==> config.mk <==
export PLATFORM = sky130hd
export DESIGN_NAME = gsb_isqrt
export DESIGN_NICKNAME = d
export VERILOG_FILES = /design/src/gsb_pkg.sv /design/src/gsb_isqrt.sv
export SDC_FILE = /design/constraint.sdc
export NUM_CORES = 2
export LEC_CHECK = 0
export BUFFER_PORTS_ARGS = -buffer_cell sky130_fd_sc_hd__buf_2
export CAP_MARGIN = 10
export CORE_ASPECT_RATIO = 1.25
export CORE_MARGIN = 2
export CORE_UTILIZATION = 28
export DETAILED_ROUTE_END_ITERATION = 8
export PLACE_DENSITY = 0.53
export SYNTH_ARGS = -nofsm -noshare
export SYNTH_HDL_FRONTEND = slang
export SYNTH_SLANG_ARGS = --single-unit
==> constraint.sdc <==
create_clock -name clk -period 6.27 [get_ports clk]
set_input_delay 0 -clock clk [delete_from_list [all_inputs] [get_ports clk]]
set_output_delay 0 -clock clk [all_outputs]
set_load 0.02 [all_outputs]
==> src/gsb_pkg.sv <==
// Shared widths and register codes for the Gaussian pair source boost core.
// No dependencies.
`default_nettype none
package gsb_pkg;
  localparam int MOM_W      = 32;
  localparam int DEV_W      = 16;
  localparam int SIG_W      = 24;
  localparam int MEAN_W     = 25;
  localparam int RAD_W      = 28;
  localparam int ROUT_W     = 29;
  localparam int SQ_W       = 64;
  localparam int ROOT_W     = 32;
  localparam int PROD_W     = 62;
  localparam int NUM_W      = 96;
  localparam int DEN_W      = 64;
  localparam int QB         = 33;
  localparam int SEP_W      = 32;
  localparam int CFG_IDX_W  = 1;
  localparam int CFG_DATA_W = 25;

  localparam logic [CFG_IDX_W-1:0] CFG_SIGMA = 1'b0;
  localparam logic [CFG_IDX_W-1:0] CFG_MEAN  = 1'b1;

  typedef struct packed {
    logic signed [MOM_W-1:0]  px;
    logic signed [MOM_W-1:0]  py;
    logic signed [MOM_W-1:0]  pz;
    logic signed [MOM_W-1:0]  e;
    logic signed [ROUT_W-1:0] rout;
    logic signed [RAD_W-1:0]  rside;
    logic signed [RAD_W-1:0]  rlong;
    logic                     inv;
  } side_t;
endpackage
`default_nettype wire

==> src/gsb_isqrt.sv <==
// Pipelined floor square root, one result bit per stage.
// Depends on gsb_pkg.
`default_nettype none
module gsb_isqrt (
  input  logic                       clk,
  input  logic                       en,
  input  logic [gsb_pkg::SQ_W-1:0]   x,
  output logic [gsb_pkg::ROOT_W-1:0] root
);
  import gsb_pkg::*;

  logic [SQ_W-1:0]   rem [1:ROOT_W-1];
  logic [ROOT_W-1:0] rt  [1:ROOT_W];

  for (genvar k = 0; k < ROOT_W; k++) begin : g_st
    localparam int B = ROOT_W - 1 - k;
    logic [SQ_W-1:0]   rin;
    logic [SQ_W-1:0]   trial;
    logic [ROOT_W-1:0] qin;
    logic              take;
    if (k == 0) begin : g_first
      assign rin = x;
      assign qin = '0;
    end else begin : g_rest
      assign rin = rem[k];
      assign qin = rt[k];
    end
    assign trial = ({{(SQ_W-ROOT_W){1'b0}}, qin} << (B + 1)) | (SQ_W'(1) << (2 * B));
    assign take  = rin >= trial;
    always_ff @(posedge clk) begin
      if (en) begin
        rt[k+1] <= take ? (qin | (ROOT_W'(1) << B)) : qin;
      end
    end
    if (k < ROOT_W - 1) begin : g_rem
      always_ff @(posedge clk) begin
        if (en) begin
          rem[k+1] <= take ? rin - trial : rin;
        end
      end
    end
  end

  assign root = rt[ROOT_W];
endmodule
`default_nettype wire

==> out/results.tsv <==
metric	value	unit
seqCellArea	0.0754	mm²
syn_inst	9637	
r2r_start	rt[3][199]$_DFFE_PP_	
synth_top_family_by_area	simple AND/OR/NAND/NOR gates	
synth_compound_area_frac	0.0965	
ir_drop	0.248	mV
hold_class	in2reg	
powerDensity	355	mW/mm²
dieArea	0.437	mm²
cp-end-kind	flip-flop	
drt_pass1_iterations	5	
grt_pass1_wl	425000	µm
rows	269	
ys_seq_elements	2512	
syn_nets	10261	
cts_setup_buffers	0	
crit_required	6.89	ns
crit_path_end	rem[0][2044]$_DFFE_PP_	
htreeDepth	5	
globalplace.congestion	0.881	
synth_edf_count	2512	
synth_xor_area_frac	0.0635	
numPortBuffers	97	
clockRootBuffer	clkbuf_16	
p_sw_frac	0.291	
fin_crit	4.60	ns
comb_power_share	0.211	
maxCapViolCount	0	
synth_cell_types	91	
layout-drive-gt1-share	0.0738	
fin_skew	0.0686	ns
grt_max_degree	199	
syn_area_per_cell	12.5	µm²
cp-start-kind	flip-flop	
yosys.area.top_type	edfxtp_1	
clockPowerShare	0.326	
finalCritPeriodShare	0.734	
routed_wl	276000	µm
tns	0	ns
arrival	5.22	ns
clkTransAtPathRegs	0.06	ns
dr_total_vias	74622	
power_leakage	51.0	nW
dpl.hpwl	209000	µm
yosys.area_share.adder	0.0577	
syn_area	0.121	mm²
grt_overflow	0	
status	finished, final reports clean	
post_cts_resized	0	
synth_ff_type	edfxtp_1	
ys_seq_area_frac	0.624	
fp.dieH	739	µm
antenna_found_initial	3	
hold_violations	0	
async_flop_share	0	
placed_cell_area	0.129	mm²
initial_utilization	0.281	
synth_top_area_frac	0.624	
cts_tree	done	
rsz0062_at_grt	false	
core	0.430	mm²
num-fill-cells	42557	
ios	98	
switchingPower	14.4	mW
areaGrowthSynthToFinish	15.1	%
viasPerCell	4.67	
ys_top_cells_by_count	2512 x edfxtp_1, 714 x inv_1, 656 x nor2_1	
r2r_cells	10	
drc	0	
synth-simple-area-share	0.122	
clk_latency	0.91	ns
setup_viol	0	
muxShareOfSynthArea	0.00766	
hold_depth	5	
ys_top_cells_by_area	edfxtp_1 62%, ha_1 5.8%, xnor2_1 3.3%	
critPathMaxFanout	19	
fmax	217	MHz
clockBufferDepth	4	
drt_iter0_markers	3781	
postLayoutCellArea	0.139	mm²
yosysMostFrequentCell	edfxtp_1	
multi_input_area	0.0422	mm²
finalMaxSlewViolations	0	
nNetsFinal	10690	
numCtsBuffers	291	
path_cells	inv_1, ha_1, and4_1, and2_1, a21boi_0, nor4_1, o31a_2, a311oi_1, or4b_2, xnor2_1	
path_class	reg2reg	
crit_path_start	rt[3][199]$_DFFE_PP_	
antenna_left	0	
timing.rr.end	rem[0][2044]$_DFFE_PP_	
worst_pin_slew	1.30	ns
yosysWarnings	0	
die_width	592	µm
cell_internal_pwr	35.0	mW
p_total	49.4	mW
grt_pass1_vias	78886	
p_seq_frac	0.463	
cts.sinks	2512	
regToRegSetupSlack	1.67	ns
critPathSlowestCell	a311oi_1	
grt.total_usage	0.124	
cpPeakStageDelay	0.77	ns
maxSlewHeadroom	0.129	
post_drt_wl_per_cell	17.3	µm
routing by layer:
| metal | part of all wire | GRT usage |
|---|---|---|
| met5 | 0 | 0 |
| met1 | 0.31 | 0.0969 |
| met4 | 0.073 | 0.0833 |
| met3 | 0.024 | 0.0140 |
| met2 | 0.60 | 0.268 |
power by group through the flow:
stage,logic (mW),registers [mW],clock network [mW]
2_1_floorplan,7.57,22.6,0
3_3_place_gp,10.3,23.2,0
3_5_place_dp,10.3,23.2,0
4_1_cts,10.4,22.8,16.6
5_1_grt,11.6,23.1,17.2
6_report,10.4,22.8,16.1
area by class of cell:
type | instances | area share
flip-flops and latches | 2512 | 0.542
multi-input cells | 6222 | 0.304
clock buffers | 348 | 0.0548
well taps | 5691 | 0.0512
inverters | 717 | 0.0193
repair buffers | 322 | 0.0192
clock inverters | 166 | 0.0101
diodes | 1 | 0.0000180
state kept, by name, summed over array words and instances, names as in the netlist:
signal and flops:
rt 528, rem 1984
worst min-delay path by stage:
stage	slack, ns	start	to
2_1_floorplan	0.1	x[36]	rem[0][100]$_DFFE_PP_
3_3_place_gp	0.19	x[37]	rem[0][101]$_DFFE_PP_
3_5_place_dp	0.19	x[22]	rem[0][86]$_DFFE_PP_
4_1_cts	0.09	x[29]	rt[0][63]$_DFFE_PP_
5_1_grt	0.17	x[28]	rt[0][63]$_DFFE_PP_
6_report	0.20	x[28]	rt[0][63]$_DFFE_PP_
timing repair:
item                                    in CTS  in global routing
hold buffers                               131                  0
endpoints found under the hold margin      419                  0
endpoints found under the setup margin       0                  0
placed cells by master, fill, tap and decap left out, types with 80 or more instances in the layout:
| master | instances |
|---|---|
| nor4_1 | 345 |
| o21ai_0 | 397 |
| nor3_1 | 255 |
| xnor2_1 | 457 |
| nand4_1 | 175 |
| nor2_1 | 654 |
| edfxtp_1 | 2512 |
| nand2_1 | 570 |
| ha_1 | 558 |
| a21oi_1 | 631 |
| or4_1 | 80 |
| a21o_1 | 221 |
| inv_1 | 714 |
| clkbuf_16 | 297 |
| or3_1 | 91 |
| dlygate4sd3_1 | 131 |
| o21a_1 | 107 |
| xor2_1 | 420 |
| buf_2 | 99 |
| nand2b_1 | 106 |
| nand3_1 | 150 |
critical path: cells and delay by family (launching register included):
family / cells / cell delay (ns)
DFF: 1 / 0.38
xor gates and xnor gates: 1 / 0.15
buffers and inverters: 1 / 0.06
and+or+nand+nor: 4 / 1.35
AOI/OAI and AO/OA: 3 / 2.03
adders and majority gates: 1 / 0.38
stage by stage:
stage,instances,utilization,hold WS [ns],worst slack (ns)
2_1_floorplan,9637,-,0.0989,2.75
3_3_place_gp,15325,0.300,0.191,0.233
3_5_place_dp,15333,0.300,0.194,1.61
4_1_cts,15978,0.324,0.0851,1.61
5_1_grt,15979,0.324,0.166,1.37
6_report,15979,0.324,0.200,1.67
cell families (layout without fill, tap and decap cells):
family | count (synthesis) | after routing
buffers and inverters | 903 | 1553
and+or+nand+nor | 2844 | 2844
AOI/OAI and AO/OA | 1860 | 1860
DFF | 2512 | 2512
other | 0 | 1
xor gates and xnor gates | 877 | 877
muxes | 83 | 83
adders and majority gates | 558 | 558
Power figures use the tool's default switching activity.
